$ cat src/design/tag_presence_miss_monitor_assert.svh
// Assertion macros for the tag presence miss monitor.
`ifndef TAG_PRESENCE_MISS_MONITOR_ASSERT_SVH
`define TAG_PRESENCE_MISS_MONITOR_ASSERT_SVH

`ifndef SYNTHESIS

`define TPMM_ASSERT_IMP(lbl, ante, cons, msg) \
    lbl: assert property (@(posedge clk) disable iff (!rst_n) (ante) |-> (cons)) \
        else $error(msg);

`define TPMM_ASSERT_NEVER(lbl, expr, msg) \
    lbl: assert property (@(posedge clk) disable iff (!rst_n) !(expr)) \
        else $error(msg);

`else

`define TPMM_ASSERT_IMP(lbl, ante, cons, msg)

`define TPMM_ASSERT_NEVER(lbl, expr, msg)

`endif

`endif

$ cat src/design/tpmm_pkg.sv
`default_nettype none

package tpmm_pkg;

    localparam int TAG_COUNT    = 256;
    localparam int TAG_IDX_W    = $clog2(TAG_COUNT);
    localparam int TAG_W        = 8;
    localparam int DATA_W       = 8;
    localparam int PACKET_BYTES = 32;
    localparam int COUNT_W      = 16;
    localparam int POS_W        = 6;
    localparam int CNT_W        = 9;
    localparam int SCAN_W       = $clog2(TAG_COUNT + 1);
    localparam int MS_W         = 32;
    localparam int QUEUE_DEPTH  = 2;
    localparam int QPTR_W       = $clog2(QUEUE_DEPTH);
    localparam int QCNT_W       = $clog2(QUEUE_DEPTH + 1);
    localparam logic [31:0] WINDOW_MS_RESET = 32'd10000;

    typedef enum logic [1:0] {
        FUNC_BYTE  = 2'd0,
        FUNC_TICK  = 2'd1,
        FUNC_QUERY = 2'd2,
        FUNC_NONE  = 2'd3
    } func_t;

    typedef enum logic [1:0] {
        KIND_INVALID = 2'd0,
        KIND_COUNTED = 2'd1,
        KIND_CLOSED  = 2'd2,
        KIND_QUERY   = 2'd3
    } kind_t;

    typedef enum logic [1:0] {
        OP_INVALID = 2'd0,
        OP_PACKET  = 2'd1,
        OP_QUERY   = 2'd2
    } op_t;

    typedef enum logic [0:0] {
        CFG_WINDOW_MS    = 1'b0,
        CFG_ALARM_ENABLE = 1'b1
    } cfg_idx_t;

    typedef enum logic [1:0] {
        ST_IDLE,
        ST_QUERY,
        ST_PACKET,
        ST_SCAN
    } state_t;

    typedef struct packed {
        op_t              op;
        logic [TAG_W-1:0] tag;
        logic             close;
    } cmd_t;

    typedef struct packed {
        logic [COUNT_W-1:0] wh;
        logic [COUNT_W-1:0] ch;
        logic               missed;
        logic               alarm;
    } entry_t;

    typedef struct packed {
        kind_t              kind;
        logic [TAG_W-1:0]   tag;
        logic [COUNT_W-1:0] hits;
        logic               seen;
        logic               missed;
        logic               alarmed;
        logic [CNT_W-1:0]   mcount;
        logic [CNT_W-1:0]   acount;
        logic               led;
    } result_t;

endpackage

`default_nettype wire

$ cat src/design/tpmm_cmd_queue.sv
`default_nettype none

module tpmm_cmd_queue (
    input  wire logic           clk,
    input  wire logic           rst_n,
    input  wire logic           push,
    input  tpmm_pkg::cmd_t      din,
    input  wire logic           pop,
    output tpmm_pkg::cmd_t      dout,
    output logic                vld,
    output logic                full
);

    tpmm_pkg::cmd_t                mem_reg [tpmm_pkg::QUEUE_DEPTH];
    logic [tpmm_pkg::QPTR_W-1:0]   wr_ptr_reg, rd_ptr_reg;
    logic [tpmm_pkg::QCNT_W-1:0]   cnt_reg, cnt_next;

    always_comb
    begin
        vld  = cnt_reg != '0;
        full = cnt_reg == tpmm_pkg::QCNT_W'(tpmm_pkg::QUEUE_DEPTH);
        dout = mem_reg[rd_ptr_reg];
        cnt_next = cnt_reg;
        if (push && !pop)
            cnt_next = cnt_reg + tpmm_pkg::QCNT_W'(1);
        else if (pop && !push)
            cnt_next = cnt_reg - tpmm_pkg::QCNT_W'(1);
    end

    always_ff @(posedge clk or negedge rst_n)
    begin
        if (!rst_n)
        begin
            wr_ptr_reg <= '0;
            rd_ptr_reg <= '0;
            cnt_reg    <= '0;
        end
        else
        begin
            cnt_reg <= cnt_next;
            if (push)
                wr_ptr_reg <= wr_ptr_reg + tpmm_pkg::QPTR_W'(1);
            if (pop)
                rd_ptr_reg <= rd_ptr_reg + tpmm_pkg::QPTR_W'(1);
        end
    end

    always_ff @(posedge clk)
    begin
        if (push)
            mem_reg[wr_ptr_reg] <= din;
    end

endmodule

`default_nettype wire

$ cat config.mk
export PLATFORM = sky130hd
export DESIGN_NAME = tpmm_cmd_queue
export DESIGN_NICKNAME = d
export VERILOG_FILES = /design/src/design/tag_presence_miss_monitor_assert.svh /design/src/design/tpmm_pkg.sv /design/src/design/tpmm_cmd_queue.sv
export SDC_FILE = /design/constraint.sdc
export NUM_CORES = 1
export LEC_CHECK = 0
export ABC_AREA = 1
export BUFFER_PORTS_ARGS = -buffer_cell sky130_fd_sc_hd__clkbuf_2
export CORE_ASPECT_RATIO = 1.5
export CORE_MARGIN = 3
export CORE_UTILIZATION = 50
export CTS_CLUSTER_DIAMETER = 40
export DETAILED_ROUTE_END_ITERATION = 10
export PLACE_DENSITY = 0.76
export SYNTH_ARGS = -nofsm -noshare
export SYNTH_HDL_FRONTEND = slang
export SYNTH_SLANG_ARGS = --single-unit
$ cat constraint.sdc
create_clock -name clk -period 1.5 [get_ports clk]
set_clock_uncertainty 0.05 [all_clocks]
set_input_delay 0.225 -clock clk [delete_from_list [all_inputs] [get_ports clk]]
set_output_delay 0.225 -clock clk [all_outputs]
set_load 0.005 [all_outputs]
* Word-level counts from Yosys, hierarchy flattened
Memory sizes are Yosys's and may differ from the RTL's. Index checks and enable logic that the tools add are counted. W data, S select, Z words.
Storage, ports and cells: register bits 4, memory bits (writable) 22, input bits 15, output and inout bits 13, memories 1
Memory list:
- mem_reg | words 2, width 11, read ports 1, clocked after Yosys merged registers in 0, write ports 1, line tpmm_cmd_queue.sv:14 | tpmm_pkg::cmd_t mem_reg [tpmm_pkg::QUEUE_DEPTH];
Operators by class: add/subtract/negate cells 4, equal/unequal tests 1, mux-type cells 4, reduce and logical (&&, ||, !) cells 6
Operators with widths (number):
- $mux W2 | 2
- $reduce_bool A2 Y1 | 2
- $add A1 B1 Y1 const B | 2
- $add A2 B1 Y2 const B | 1
- $eq A2 B2 Y1 const B | 1
- $logic_and A1 B1 Y1 | 2
- $logic_not A1 Y1 | 2
- $mux W1 | 2
- $sub A2 B1 Y2 const B | 1

* Logic depth before layout (Yosys ltp)
depth after elaboration 4, gate-level depth with buffers 7, mapped depth without buffers 7

* Worst setup path after synthesis
OpenSTA, ideal clock, no wires.
path type register -> register, from register wr_ptr_reg, to memory mem_reg[0][0] (netlist bit) (enable), data arrival time 0.897 ns, required time 1.072 ns, setup slack 0.174 ns, stages on the path, launching flop included 2, buffers on the path 0, clock period less this slack 1.326 ns, cells stage by stage dfrtp_1 -> nor2_1
RTL lines:
- start, declared | line tpmm_cmd_queue.sv:15 | logic [tpmm_pkg::QPTR_W-1:0] wr_ptr_reg, rd_ptr_reg;
- start signal, assigned | line tpmm_cmd_queue.sv:42 | wr_ptr_reg <= wr_ptr_reg + tpmm_pkg::QPTR_W'(1);
- end, declared | line tpmm_cmd_queue.sv:14
Straight into the memory's write port.

==> impl_metrics.prom <==
# TYPE chip_impl_metric gauge
chip_impl_metric{name="clkPwrFrac",unit=""} 0.137
chip_impl_metric{name="required",unit="ps"} 1220
chip_impl_metric{name="netlist.area_leader.share",unit=""} 0.638
chip_impl_metric{name="io_buffers",unit=""} 27
chip_impl_metric{name="grt_usage",unit=""} 0.125
chip_impl_info{name="worstHoldEndpoint",value="mem_reg[0][1]$_DFFE_PP_"} 1
chip_impl_metric{name="clk-insertion-delay-late",unit="ps"} 300
chip_impl_info{name="ys_top_cells_by_count",value="22 x edfxtp_1, 9 x mux2_4, 7 x inv_1"} 1
chip_impl_metric{name="synth.ff_latch_count",unit=""} 26
chip_impl_metric{name="fin_cells",unit=""} 114
chip_impl_info{name="timing_worst_setup_path_type",value="register to output pin"} 1
chip_impl_metric{name="cts.path.max_buffers",unit=""} 2
chip_impl_info{name="synth_top_area_cell",value="edfxtp_1"} 1
chip_impl_metric{name="hold_slack",unit="ps"} 50.1
chip_impl_metric{name="syn_nets",unit=""} 75
chip_impl_metric{name="die_w",unit="µm"} 43.2
chip_impl_metric{name="dieArea",unit="mm²"} 0.00267
chip_impl_metric{name="clock.fmax",unit="MHz"} 636
chip_impl_metric{name="total_via_count_in_the_routed_design",unit=""} 570
chip_impl_metric{name="antennaDiodeCount",unit=""} 0
chip_impl_metric{name="drtIter0Drc",unit=""} 13
chip_impl_metric{name="dr.pass1.iters",unit=""} 4
chip_impl_info{name="worstSetupStartpointType",value="register"} 1
chip_impl_info{name="crit-reg2reg-launch",value="wr_ptr_reg$_DFFE_PN0P_"} 1
chip_impl_metric{name="detail-route-antenna-nets",unit=""} 0
chip_impl_metric{name="finalCritPeriodShare",unit=""} 1.05
chip_impl_metric{name="vias_in_the_first_global_route",unit=""} 551
chip_impl_metric{name="drc_errors",unit=""} 0
chip_impl_metric{name="rows",unit=""} 19
chip_impl_metric{name="power_frac_seq",unit=""} 0.510
chip_impl_metric{name="syn-mean-instance-area",unit="µm²"} 17.6
chip_impl_metric{name="flip_flop_count_of_the_largest_register_after_layout",unit=""} 22
chip_impl_metric{name="final-setup-viol-count",unit=""} 11
chip_impl_metric{name="cts-buffers-inserted",unit=""} 3
chip_impl_metric{name="finalWirelength",unit="mm"} 1.51
chip_impl_metric{name="number_of_different_library_cells_in_the_post_synthesis_netlist",unit=""} 13
chip_impl_metric{name="tightest_slew",unit="ps"} 427
chip_impl_metric{name="r2r_setup_slack",unit="ps"} 310
chip_impl_metric{name="cts.reportedPaths.clkPinSlew",unit="ps"} 130
chip_impl_metric{name="yosysWarnings",unit=""} 0
chip_impl_metric{name="switching_power",unit="mW"} 0.577
chip_impl_info{name="cts-root-buf",value="clkbuf_4"} 1
chip_impl_metric{name="met3_wire_len",unit="µm"} 97
chip_impl_info{name="dr.max_layer_used",value="met4"} 1
chip_impl_metric{name="ios",unit=""} 28
chip_impl_metric{name="placeableCoreArea",unit="mm²"} 0.00190
chip_impl_info{name="failing_checks",value="negative setup slack"} 1
chip_impl_metric{name="avgRoutedWirePerCell",unit="µm"} 13.3
chip_impl_metric{name="final_layout_size_suffix_gt1_frac",unit=""} 0.473
chip_impl_metric{name="maximum_number_of_pins_on_one_net_before_global_route_repair",unit=""} 15
chip_impl_metric{name="mean_number_of_vias_per_cell",unit=""} 5.00
chip_impl_metric{name="cap_violations",unit=""} 0
chip_impl_info{name="synth_ff_type",value="edfxtp_1"} 1
chip_impl_metric{name="ff2ff_path_depth",unit=""} 2
chip_impl_metric{name="total_congestion_overflow",unit=""} 0
chip_impl_metric{name="min_period",unit="ps"} 1570
chip_impl_metric{name="p_int",unit="mW"} 1.48
chip_impl_metric{name="yosysSeqAreaShare",unit=""} 0.734
chip_impl_metric{name="hold_path_depth",unit=""} 1
chip_impl_metric{name="power_density",unit="mW/mm²"} 1650
chip_impl_metric{name="async_reset_ff_frac",unit=""} 0.154
chip_impl_metric{name="worst_slack",unit="ps"} -71.5
chip_impl_metric{name="flow.area_growth_from_synthesis",unit="%"} 20.5
chip_impl_metric{name="die-height",unit="µm"} 61.8
chip_impl_metric{name="timing.max_slew.rel_slack",unit=""} 0.715
chip_impl_info{name="cts_tree",value="done"} 1
chip_impl_metric{name="final_hold_fails",unit=""} 0
chip_impl_metric{name="cts.sinks",unit=""} 26
chip_impl_metric{name="dr_wl_met2",unit="µm"} 799
chip_impl_metric{name="placer_s_final_routability_congestion_estimate",unit=""} 0.601
chip_impl_metric{name="grt_antenna_before_repair",unit=""} 0
chip_impl_metric{name="synthesis.area",unit="mm²"} 0.00104
chip_impl_metric{name="number_of_nets_at_the_end_of_the_flow",unit=""} 110
chip_impl_metric{name="power.leakage",unit="nW"} 0.561
chip_impl_info{name="ys_top_cells_by_area",value="edfxtp_1 64%, mux2_4 13%, dfrtp_1 9.7%"} 1
chip_impl_info{name="beginning_of_the_worst_hold_path",value="din[1]"} 1
chip_impl_metric{name="critical_path_peak_fanout",unit=""} 9
chip_impl_metric{name="dp_hpwl",unit="mm"} 1.13
chip_impl_metric{name="placedCellCount",unit=""} 109
chip_impl_metric{name="initial_core_utilization",unit=""} 0.545
chip_impl_info{name="post-synth-top-count-cell",value="edfxtp_1"} 1
chip_impl_metric{name="power_frac_comb",unit=""} 0.353
chip_impl_metric{name="slew_viol_final",unit=""} 0
chip_impl_info{name="unrepaired_setup_endpoints_after_global_routing",value="yes"} 1
chip_impl_metric{name="power_switching_share",unit=""} 0.280
chip_impl_info{name="timing.hold.worst.class",value="input port to register"} 1
chip_impl_info{name="reg2reg_to",value="mem_reg[1][0]$_DFFE_PP_"} 1
chip_impl_info{name="run_status",value="complete, but fails checks"} 1
chip_impl_metric{name="wl_met1",unit="µm"} 577
chip_impl_metric{name="netlist_instances",unit=""} 59
chip_impl_metric{name="setup_repair_bufs_after_cts",unit=""} 0
chip_impl_metric{name="synth-edff-count",unit=""} 22
chip_impl_metric{name="grt_first_pass_wirelength",unit="mm"} 2.37
chip_impl_info{name="critical_path.endpoint_type",value="output pin"} 1
chip_impl_metric{name="irDropWorstVdd",unit="V"} 0.00106
chip_impl_metric{name="crit_arrival",unit="ps"} 1300
chip_impl_metric{name="cts.htree.levels",unit=""} 1
-- critical path, stage by stage (launching register included) --
cell,delay (ps)
dfrtp_1,390
buf_6,180
mux2_4,310
clkbuf_2,110
-- cell type report --
| type | count | area [µm²] |
|---|---|---|
| Sequential cell | 26 | 761 |
| Inverter | 7 | 26.3 |
| Tap cell | 21 | 26.3 |
| Timing Repair Buffer | 31 | 171 |
| Multi-Input combinational cell | 25 | 238 |
| Clock buffer | 3 | 22.5 |
| Fill cell | 145 | 653 |
| Clock inverter | 1 | 3.75 |
-- worst max-delay path by stage --
stage          slack [ps]                       to                    from  depth (start not counted)
3_3_place_gp          270                 dout[10]  rd_ptr_reg$_DFFE_PN0P_                          3
6_report              -70                  dout[4]  rd_ptr_reg$_DFFE_PN0P_                          3
4_1_cts               -80                  dout[4]  rd_ptr_reg$_DFFE_PN0P_                          3
3_5_place_dp          250                  dout[4]  rd_ptr_reg$_DFFE_PN0P_                          3
5_1_grt              -120                  dout[4]  rd_ptr_reg$_DFFE_PN0P_                          3
2_1_floorplan         170  mem_reg[0][0]$_DFFE_PP_  wr_ptr_reg$_DFFE_PN0P_                          1
-- power by group through the flow --
| stage | clock (mW) | sequential [mW] | combinational [mW] |
|---|---|---|---|
| after floorplan | 0 | 1.05 | 0.472 |
| after global placement | 0 | 1.05 | 0.711 |
| after detailed placement | 0 | 1.06 | 0.730 |
| after CTS | 0.288 | 1.05 | 0.740 |
| after global routing | 0.329 | 1.07 | 0.797 |
| final | 0.282 | 1.05 | 0.727 |
-- through the flow --
step	total power, mW	utilization	TNS [ps]	instance area (µm²)	setup WS [ps]
after floorplan	1.52	-	0	1040	174
after global placement	1.76	0.636	0	1210	269
after detailed placement	1.79	0.636	0	1210	246
after CTS	2.08	0.657	-737	1250	-77.5
after global routing	2.19	0.657	-1190	1250	-121
final	2.06	0.657	-667	1250	-71.5
-- layout by cell type, fill, tap and decap left out, drive strengths merged --
master / synthesis / layout
xnor2: 1 / 1
nor2: 2 / 2
xor2: 2 / 2
dlygate4sd3: 0 / 1
clkbuf: 0 / 30
nand4: 1 / 1
edfxtp: 22 / 22
nand2: 6 / 6
ha: 1 / 1
clkinv: 0 / 1
mux2: 11 / 11
buf: 1 / 3
inv: 7 / 7
dfrtp: 4 / 4
nand3: 1 / 1
-- timing repair --
item,in CTS,in global routing
hold endpoints to repair,4,0
resized for setup,1,0
hold buffers,1,0
setup endpoints to repair,11,11
-- metal layers --
metal  GRT usage  up-vias
li1            -      277
met3      0.0231        4
met4      0.0776        0
met1       0.131      265
met5           0        -
met2       0.228       24
-- logic make-up (layout without fill, tap and decap cells) --
logic type | count (synthesis) | count (layout) | synth area share
adders and majority gates | 1 | 1 | 0.0121
DFF | 26 | 26 | 0.734
and+or+nand+nor | 10 | 10 | 0.0399
muxes | 11 | 11 | 0.152
xor gates and xnor gates | 3 | 3 | 0.0254
buffers and inverters | 8 | 42 | 0.0362
No activity file was read; power rests on OpenSTA's default activity.
