### src/design/tag_presence_miss_monitor_assert.svh
// Assertion macros for the tag presence miss monitor.
`ifndef TAG_PRESENCE_MISS_MONITOR_ASSERT_SVH
`define TAG_PRESENCE_MISS_MONITOR_ASSERT_SVH

`ifndef SYNTHESIS

`define TPMM_ASSERT_IMP(lbl, ante, cons, msg) \
    lbl: assert property (@(posedge clk) disable iff (!rst_n) (ante) |-> (cons)) \
        else $error(msg);

`define TPMM_ASSERT_NEVER(lbl, expr, msg) \
    lbl: assert property (@(posedge clk) disable iff (!rst_n) !(expr)) \
        else $error(msg);

`else

`define TPMM_ASSERT_IMP(lbl, ante, cons, msg)

`define TPMM_ASSERT_NEVER(lbl, expr, msg)

`endif

`endif

### src/design/tpmm_pkg.sv
`default_nettype none

package tpmm_pkg;

    localparam int TAG_COUNT    = 256;
    localparam int TAG_IDX_W    = $clog2(TAG_COUNT);
    localparam int TAG_W        = 8;
    localparam int DATA_W       = 8;
    localparam int PACKET_BYTES = 32;
    localparam int COUNT_W      = 16;
    localparam int POS_W        = 6;
    localparam int CNT_W        = 9;
    localparam int SCAN_W       = $clog2(TAG_COUNT + 1);
    localparam int MS_W         = 32;
    localparam int QUEUE_DEPTH  = 2;
    localparam int QPTR_W       = $clog2(QUEUE_DEPTH);
    localparam int QCNT_W       = $clog2(QUEUE_DEPTH + 1);
    localparam logic [31:0] WINDOW_MS_RESET = 32'd10000;

    typedef enum logic [1:0] {
        FUNC_BYTE  = 2'd0,
        FUNC_TICK  = 2'd1,
        FUNC_QUERY = 2'd2,
        FUNC_NONE  = 2'd3
    } func_t;

    typedef enum logic [1:0] {
        KIND_INVALID = 2'd0,
        KIND_COUNTED = 2'd1,
        KIND_CLOSED  = 2'd2,
        KIND_QUERY   = 2'd3
    } kind_t;

    typedef enum logic [1:0] {
        OP_INVALID = 2'd0,
        OP_PACKET  = 2'd1,
        OP_QUERY   = 2'd2
    } op_t;

    typedef enum logic [0:0] {
        CFG_WINDOW_MS    = 1'b0,
        CFG_ALARM_ENABLE = 1'b1
    } cfg_idx_t;

    typedef enum logic [1:0] {
        ST_IDLE,
        ST_QUERY,
        ST_PACKET,
        ST_SCAN
    } state_t;

    typedef struct packed {
        op_t              op;
        logic [TAG_W-1:0] tag;
        logic             close;
    } cmd_t;

    typedef struct packed {
        logic [COUNT_W-1:0] wh;
        logic [COUNT_W-1:0] ch;
        logic               missed;
        logic               alarm;
    } entry_t;

    typedef struct packed {
        kind_t              kind;
        logic [TAG_W-1:0]   tag;
        logic [COUNT_W-1:0] hits;
        logic               seen;
        logic               missed;
        logic               alarmed;
        logic [CNT_W-1:0]   mcount;
        logic [CNT_W-1:0]   acount;
        logic               led;
    } result_t;

endpackage

`default_nettype wire

### src/design/tpmm_front.sv
`default_nettype none

module tpmm_front (
    input  wire logic                      clk,
    input  wire logic                      rst_n,
    input  wire logic                      accept,
    input  wire logic [1:0]                func,
    input  wire logic [tpmm_pkg::DATA_W-1:0] data,
    input  wire logic                      last_byte,
    input  wire logic [tpmm_pkg::MS_W-1:0] window_ms,
    output logic                           cmd_push,
    output tpmm_pkg::cmd_t                 cmd
);

    logic [tpmm_pkg::POS_W-1:0] pos_reg, pos_next;
    logic                       good_reg, good_next;
    logic [tpmm_pkg::MS_W-1:0]  ms_now_reg, ms_now_next;
    logic [tpmm_pkg::MS_W-1:0]  start_reg, start_next;
    logic [tpmm_pkg::MS_W-1:0]  elapsed;
    logic [tpmm_pkg::DATA_W-1:0] expect_byte;
    logic                       tag_ok;
    logic                       valid;

    always_ff @(posedge clk or negedge rst_n)
    begin
        if (!rst_n)
        begin
            pos_reg    <= '0;
            good_reg   <= 1'b1;
            ms_now_reg <= '0;
            start_reg  <= '0;
        end
        else
        begin
            pos_reg    <= pos_next;
            good_reg   <= good_next;
            ms_now_reg <= ms_now_next;
            start_reg  <= start_next;
        end
    end

    always_comb
    begin
        elapsed     = ms_now_reg - start_reg;
        expect_byte = tpmm_pkg::DATA_W'({2'b00, pos_reg}) + tpmm_pkg::DATA_W'(1);
        tag_ok      = {1'b0, data} < (tpmm_pkg::TAG_W + 1)'(tpmm_pkg::TAG_COUNT);
        valid       = good_reg && (pos_reg == tpmm_pkg::POS_W'(tpmm_pkg::PACKET_BYTES - 1))
                      && tag_ok;
        pos_next    = pos_reg;
        good_next   = good_reg;
        ms_now_next = ms_now_reg;
        start_next  = start_reg;
        cmd_push    = 1'b0;
        cmd.op      = tpmm_pkg::OP_INVALID;
        cmd.tag     = data;
        cmd.close   = 1'b0;
        if (accept)
        begin
            unique case (tpmm_pkg::func_t'(func))
                tpmm_pkg::FUNC_TICK:
                begin
                    ms_now_next = ms_now_reg + tpmm_pkg::MS_W'(1);
                end
                tpmm_pkg::FUNC_QUERY:
                begin
                    cmd_push = 1'b1;
                    cmd.op   = tpmm_pkg::OP_QUERY;
                end
                tpmm_pkg::FUNC_BYTE:
                begin
                    if (!last_byte)
                    begin
                        if (pos_reg >= tpmm_pkg::POS_W'(tpmm_pkg::PACKET_BYTES - 1)
                            || data != expect_byte)
                            good_next = 1'b0;
                        if (pos_reg != '1)
                            pos_next = pos_reg + tpmm_pkg::POS_W'(1);
                    end
                    else
                    begin
                        pos_next  = '0;
                        good_next = 1'b1;
                        cmd_push  = 1'b1;
                        if (valid)
                        begin
                            cmd.op = tpmm_pkg::OP_PACKET;
                            if (elapsed > window_ms)
                            begin
                                cmd.close  = 1'b1;
                                start_next = ms_now_reg;
                            end
                        end
                    end
                end
                tpmm_pkg::FUNC_NONE:
                begin
                end
            endcase
        end
    end

endmodule

`default_nettype wire

### config.mk
export PLATFORM = sky130hd
export DESIGN_NAME = tpmm_front
export DESIGN_NICKNAME = d
export VERILOG_FILES = /design/src/design/tag_presence_miss_monitor_assert.svh /design/src/design/tpmm_pkg.sv /design/src/design/tpmm_front.sv
export SDC_FILE = /design/constraint.sdc
export NUM_CORES = 1
export LEC_CHECK = 0
export BUFFER_PORTS_ARGS = -buffer_cell sky130_fd_sc_hd__buf_2
export CORE_UTILIZATION = 34
export DETAILED_ROUTE_END_ITERATION = 10
export GPL_TIMING_DRIVEN = 0
export REMOVE_ABC_BUFFERS = 1
export SETUP_SLACK_MARGIN = 0.05
export SYNTH_ARGS = -nofsm -noshare
export SYNTH_HDL_FRONTEND = slang
export SYNTH_SLANG_ARGS = --single-unit
### constraint.sdc
create_clock -name clk -period 11.6 [get_ports clk]
set_input_delay 0.58 -clock clk [delete_from_list [all_inputs] [get_ports clk]]
set_output_delay 0.58 -clock clk [all_outputs]
set_load 0.03 [all_outputs]
======== Word level (Yosys, flattened, before mapping) ========
Index checks and enable logic that the tools add are counted.
word-level totals
  bits in registers ....................... 71
  bits of input ports ..................... 46
  output and inout port bits .............. 12
  logic and storage cells ................. 40
cells by class
  add/sub/neg operators ................... 4
  magnitude comparators ................... 2
  equality and inequality tests ........... 5
  multiplexer cells ....................... 16
  reductions and logical operators ........ 9
operators by type and width
  operator               number
  $add 32x1->32 const B  1
  $gt 32x32->1           1
  $sub 32x32->32         1
  $mux 6                 2
  $mux 1                 11
  $ne 8x7->1             1
  $add 6x1->7 const B    1
  $add 6x1->6 const B    1
  $eq 6x5->1 const B     1
  $ge 6x5->1 const B     1
  $ne 6x6->1 const B     1
  $reduce_and 3->1       2
  $reduce_and 5->1       1
  $pmux 2 s2             1
  $reduce_bool 2->1      2
  $eq 2x1->1 const B     1
  $eq 2x2->1 const B     1
  $logic_not 2->1        1
  $mux 2                 1
  $pmux 1 s2             1
  $reduce_and 2->1       1
  $logic_and 1x1->1      1
  $logic_or 1x1->1       1

======== Logic depth before layout (Yosys ltp) ========
Gate-level depths: netlist (run 1).
  word-level depth ........................ 7
  mapped depth ............................ 20
  gate-level depth less buffers ........... 19

======== Worst setup path after synthesis (run 1) ========
OpenSTA, ideal clock, no wires.
  kind .................................... register to output
  start point ............................. register ms_now_reg[0] in the netlist's numbering
  end point ............................... output port cmd[0] in the netlist's numbering
  data arrival time ....................... 4.130 ns
  required time ........................... 11.020 ns
  path slack .............................. 6.890 ns
  cell stages (with the launch flop) ...... 19
  buffers on the path ..................... 0
  cell sequence ........................... dfrtp_1 > inv_1 > ha_1 > inv_1 > fa_1 > a21o_1 > a2111oi_1 > o21a_1 > or3b_1 > a31oi_1 > o21a_1 > a211o_1 > ha_1 > nand4_1 > nor2_1 > nand3_1 > a31oi_1 > nor3_1 > nor3b_1
RTL lines
  element                   line              text
  start: declaration        tpmm_front.sv:17  logic [tpmm_pkg::MS_W-1:0] ms_now_reg, ms_now_next;
  start signal: assignment  tpmm_front.sv:37  ms_now_reg <= ms_now_next;
  end: declaration          tpmm_front.sv:12  output tpmm_pkg::cmd_t cmd

==> results of run 1 <==
how the worst max path moves through the flow:
| stage | slack [ps] | from | endpoint | depth (start not counted) |
|---|---|---|---|---|
| after detailed placement | 6190 | ms_now_reg[0]$_DFFE_PN0P_ | start_reg[8]$_DFFE_PN0P_ | 21 |
| after global routing | 5650 | ms_now_reg[0]$_DFFE_PN0P_ | cmd[0] | 19 |
| final | 5860 | ms_now_reg[0]$_DFFE_PN0P_ | cmd[0] | 19 |
| after global placement | 5300 | ms_now_reg[0]$_DFFE_PN0P_ | start_reg[24]$_DFFE_PN0P_ | 19 |
| after floorplan | 6460 | ms_now_reg[0]$_DFFE_PN0P_ | start_reg[23]$_DFFE_PN0P_ | 19 |
| after CTS | 5830 | ms_now_reg[0]$_DFFE_PN0P_ | cmd[0] | 19 |
stage by stage:
stage | utilization | total power [mW] | instance area (sq um) | cells | hold slack, ps
after floorplan | - | 0.702 | 5660 | 610 | 284
after global placement | 0.375 | 0.827 | 6220 | 887 | 462
after detailed placement | 0.380 | 0.832 | 6290 | 891 | 419
after CTS | 0.397 | 1.11 | 6590 | 907 | 61.5
after global routing | 0.397 | 1.19 | 6590 | 907 | 68.3
final | 0.397 | 1.09 | 6590 | 907 | 66.3
cells by family after synthesis:
kind of cell	count (synthesis)	share of synthesized area
and+or+nand+nor	173	0.155
AOI/OAI and AO/OA	126	0.142
buffers and inverters	93	0.0705
DFF	71	0.307
adders and majority gates	66	0.144
xor gates and xnor gates	65	0.0984
muxes	33	0.0828
final cells by class:
| type | count | area [sq um] |
|---|---|---|
| Sequential cell | 71 | 1780 |
| Clock buffer | 10 | 229 |
| Multi-Input combinational cell | 463 | 3600 |
| Clock inverter | 6 | 61.3 |
| Tap cell | 220 | 275 |
| Inverter | 76 | 285 |
| Timing Repair Buffer | 61 | 357 |
| Fill cell | 1686 | 10000 |
cell usage after synthesis, types with 5 or more instances:
cell type  number  area (sq um)
nor3_1         12          60.1
nand2b_1        9          56.3
a21oi_1        36           180
a21o_1         13          97.6
nor2_1         26          97.6
dfrtp_1        70          1750
xor2_1         20           175
o21a_1          6          45.0
mux2_4         29           435
and3_1         10          62.6
nand4_1        14          87.6
o21bai_1        5          37.5
nand2_1        43           161
ha_1           65           813
buf_4           9          67.6
inv_1          76           285
xnor2_1        45           394
nand3_1        25           125
o21ai_0        27           135
o211ai_1        7          52.6
layer usage:
metal / routed length (um) / vias up / part of all wire / global-route usage
met3: 374 / 12 / 0.032 / 0.0165
li1: - / 2313 / - / -
met2: 4780 / 79 / 0.40 / 0.195
met5: 0 / - / 0 / 0
met1: 6510 / 2015 / 0.55 / 0.216
met4: 191 / 0 / 0.016 / 0.0600
critical path, cell delays in order (launching register included):
cell       delay (ps)
dfrtp_1           400
inv_1             110
ha_1              170
inv_1              50
fa_1              400
a21o_1            220
a2111oi_1         670
o21a_1            250
or3b_1            190
a31oi_1           170
o21a_1            200
a211o_1           240
ha_1              300
nand4_1            90
nor2_1             90
nand3_1           200
a31oi_1           380
nor3_1            190
nor3b_1           250
buf_2             240
placed cells by master (no fill, tap or decap), types with 26 or more instances in the layout:
cell,instances
mux2_4,29
buf_2,56
ha_1,65
inv_1,76
xnor2_1,45
o21ai_0,27
dfrtp_1,70
nand2_1,43
nor2_1,26
a21oi_1,36
power groups by stage:
stage               combinational, mW  clock (mW)  sequential [mW]
floorplan                       0.428           0            0.275
global placement                0.548           0            0.279
detailed placement              0.553           0            0.279
CTS                             0.557       0.279            0.275
global route                    0.630       0.288            0.277
finish                          0.549       0.271            0.274
==> flow_summary.yaml, run 1 <==
die:
  die_h_um: 132
  fp.dieArea_sq_um: 17500
  ios: 58
  start_util: 0.349
  core_area_sq_um: 16600
  rows: 47
  die_w_um: 132
sta:
  slew_viol_final: 0
  period_minus_slack_ps: 5740
  slew_headroom: 0.554
  fin_tns_setup_ps: 0
  worstMarginPinSlew_ps: 667
  rsz0062_at_grt: "no"
  setup_violations: 0
  fin_crit_sh: 0.495
  hold_viol_final: 0
  fin_ws_ps: 5860
  skew_ps: 7.30
  fmax_mhz: 174
power_and_ir_drop:
  ir_worst_vdd_mv: 0.0739
  combPwrFrac: 0.502
  p_sw_uw: 414
  p_leak_nw: 3.39
  power_density_nw_per_um2: 166
  pwr-share-seq: 0.251
  switching_share: 0.379
  clkPwrFrac: 0.248
  internal_power_uw: 680
logic_synthesis:
  yosysWarnings: 0
  synth_edf_count: 0
  ys_ff_latch: 71
  synth_cells: 627
  ys_types: 59
  avgSynthCellArea_sq_um: 9.23
  synth_area_sq_um: 5790
  synthFlopType: "dfrtp_1"
  ys_seq_area_frac: 0.307
  synthArstFlopShare: 1.00
worst_setup_path:
  cp-end-kind: "output port"
  start_kind: "flop"
  path_max_fanout: 4
  reg2reg_to: "start_reg[11]$_DFFE_PN0P_"
  rr_startpoint: "ms_now_reg[0]$_DFFE_PN0P_"
  worstPathArrival_ps: 5160
  required_ps: 11020
  critical_path_class: "flop to output port"
  reg2reg_slack_ps: 6190
  reg2reg_depth: 21
worst_hold_path:
  hold_class: "input port to asynchronous set/reset pin"
clock_network:
  cts-resized-gates: 0
  clock_latency_ps: 330
  path_clk_slew_ps: 60
  postCtsSetupBuffers: 0
  cts_buffers: 9
  cts.path.max_buffers: 2
  tritoncts: "yes"
  root_buffer: "clkbuf_16"
  htreeDepth: 3
  cts.sinks: 71
  ctsHoldBuffers: 0
grt:
  grt_pass1_wl_mm: 19.9
  grt_overflow_total: 0
  antenna_found_initial: 0
  grt_pass1_vias: 4047
  track_usage: 0.140
  grt_max_degree: 65
flow_run:
  drv_cap: 0
detailed_routing:
  wire_per_inst_um: 13.1
  totalWireLength_mm: 11.9
  vias: 4419
  drcViolationCount: 0
  drtIter0Drc: 228
  ant_nets: 0
  vias_per_cell: 4.87
  first_pass_iters: 4
place:
  portBuffers: 57
  place.gp.congestion: 0.822
  place_ws_ps: 6190
  hpwlAfterDp_mm: 9.19
final_layout:
  nets: 794
  drive_gt1_frac: 0.175
  diodes: 0
  area_growth_pct: 13.8
run_status:
  run_status: "complete, no violations"
(Power assumes the default switching activity.)
==> run 2, diff against run 1 <==
==> constraint.sdc (replaced) <==
create_clock -name clk -period 5.9 [get_ports clk]
set_input_delay 0.295 -clock clk [delete_from_list [all_inputs] [get_ports clk]]
set_output_delay 0.295 -clock clk [all_outputs]
set_load 0.03 [all_outputs]
==> run 2 against run 1 <==
  * Setup slack lost 5400 ps
  * First-iteration DRC count grew 18%
  * Routed wire length is essentially flat
  * Clock skew is essentially flat
  * Register-to-register slack lost 5700 ps
  * Critical path depth is the same
  * Sequential share of layout area is essentially flat
  * Largest power group unchanged
  * Sequential power grew 97%
  * Largest cell class unchanged
  * Cell count grew 0.11%
  * Flip-flop and latch count is the same
  * Power grew 97%
  * Final area grew 0.15%
==> flow_summary.yaml, run 2 (same netlist as run 1, synthesis figures left out) <==
grt:
  track_usage: 0.140
  met3_usage: 0.0165
  grt_overflow_total: 0
  grtUsageMet1: 0.216
  met2_usage: 0.195
  grt_max_degree: 65
  grt_pass1_wl_mm: 19.9
  antenna_found_initial: 0
  grt_pass1_vias: 4048
  grt_busiest_layer: "met1"
final_layout:
  layout_common_cells: "inv_1, dfrtp_1, ha_1"
  diodes: 0
  drive_gt1_frac: 0.174
  layout_commonest_cell: "inv_1"
  nets: 795
  area_growth_pct: 14.0
  fin_util: 0.398
detailed_routing:
  vias_per_cell: 4.85
  totalWireLength_mm: 11.9
  first_pass_iters: 4
  vias: 4405
  drtIter0Drc: 268
  ant_nets: 0
  drcViolationCount: 0
  wire_per_inst_um: 13.1
worst_setup_path:
  cp-end-kind: "output port"
  rr_startpoint: "ms_now_reg[0]$_DFFE_PN0P_"
  critPathCapture: "cmd[0]"
  reg2reg_to: "start_reg[11]$_DFFE_PN0P_"
  start_kind: "flop"
  worstPathArrival_ps: 5160
  reg2reg_slack_ps: 480
  required_ps: 5610
  crit_start: "ms_now_reg[0]$_DFFE_PN0P_"
  critical_path_class: "flop to output port"
  reg2reg_depth: 21
  path_max_fanout: 4
sta:
  period_minus_slack_ps: 5460
  fmax_mhz: 183
  setup_violations: 0
  hold_viol_final: 0
  worstMarginPinSlew_ps: 664
  skew_ps: 7.26
  fin_ws_ps: 445
  rsz0062_at_grt: "no"
  fin_crit_sh: 0.925
  slew_headroom: 0.556
  slew_viol_final: 0
run_status:
  run_status: "complete, no violations"
die:
  core_area_sq_um: 16600
  start_util: 0.349
  fp.dieArea_sq_um: 17500
  ios: 58
  die_w_um: 132
  die_h_um: 132
  rows: 47
place:
  place_ws_ps: 487
  hpwlAfterDp_mm: 9.19
  place.gp.congestion: 0.822
  portBuffers: 57
power_and_ir_drop:
  power_density_nw_per_um2: 327
  ir_worst_vdd_mv: 0.145
  finalPower_mw: 2.15
  p_leak_nw: 3.39
clock_network:
  ctsHoldBuffers: 1
  cts.path.max_buffers: 2
  clock_latency_ps: 330
  path_clk_slew_ps: 60
  cts.sinks: 71
  root_buffer: "clkbuf_16"
  cts-resized-gates: 0
  htreeDepth: 3
  tritoncts: "yes"
  postCtsSetupBuffers: 0
  cts_buffers: 9
worst_hold_path:
  hold_class: "input port to flop"
flow_run:
  drv_cap: 0
[run 2: area by class of cell]
type,instances,area (sq um)
well taps,220,275
flip-flops and latches,71,1780
multi-input cells,463,3600
inverters,76,285
clock inverters,6,61.3
repair buffers,62,367
fillers,1685,9990
clock buffers,10,229
[run 2: metal layers]
layer,vias up,wire [um]
met2,77,4730
met4,0,191
met3,12,348
met1,2004,6580
met5,-,0
li1,2312,-
[run 2: how the worst min path moves through the flow]
stage / start / endpoint / slack, ps / cells after the start
2_1_floorplan: rst_n / ms_now_reg[0]$_DFFE_PN0P_ / -0.6 / 0
3_3_place_gp: good_reg$_DFFE_PN1P_ / good_reg$_DFFE_PN1P_ / 460 / 2
3_5_place_dp: rst_n / start_reg[28]$_DFFE_PN0P_ / 130 / 1
4_1_cts: func[1] / good_reg$_DFFE_PN1P_ / 240 / 3
5_1_grt: func[1] / good_reg$_DFFE_PN1P_ / 290 / 3
6_report: func[1] / good_reg$_DFFE_PN1P_ / 260 / 3
[run 2: through the flow]
stage	setup TNS [ps]	area [sq um]	instances	hold WS, ps
3_5_place_dp	0	6290	891	134
2_1_floorplan	0	5660	610	-0.591
4_1_cts	0	6600	908	243
5_1_grt	0	6600	908	289
6_report	0	6600	908	258
3_3_place_gp	-9950	6220	887	462
[run 2: worst max-delay path, cell delays in order (launching register included)]
cell       delay, ps
dfrtp_1          400
inv_1            110
ha_1             170
inv_1             50
fa_1             400
a21o_1           220
a2111oi_1        670
o21a_1           250
or3b_1           190
a31oi_1          170
o21a_1           200
a211o_1          240
ha_1             300
nand4_1           90
nor2_1            90
nand3_1          200
a31oi_1          380
nor3_1           200
nor3b_1          250
buf_2            240
[run 2: power breakdown]
| group | switching, mW | internal, mW |
|---|---|---|
| sequential | 0.0304 | 0.509 |
| combinational | 0.580 | 0.502 |
| clock | 0.207 | 0.326 |
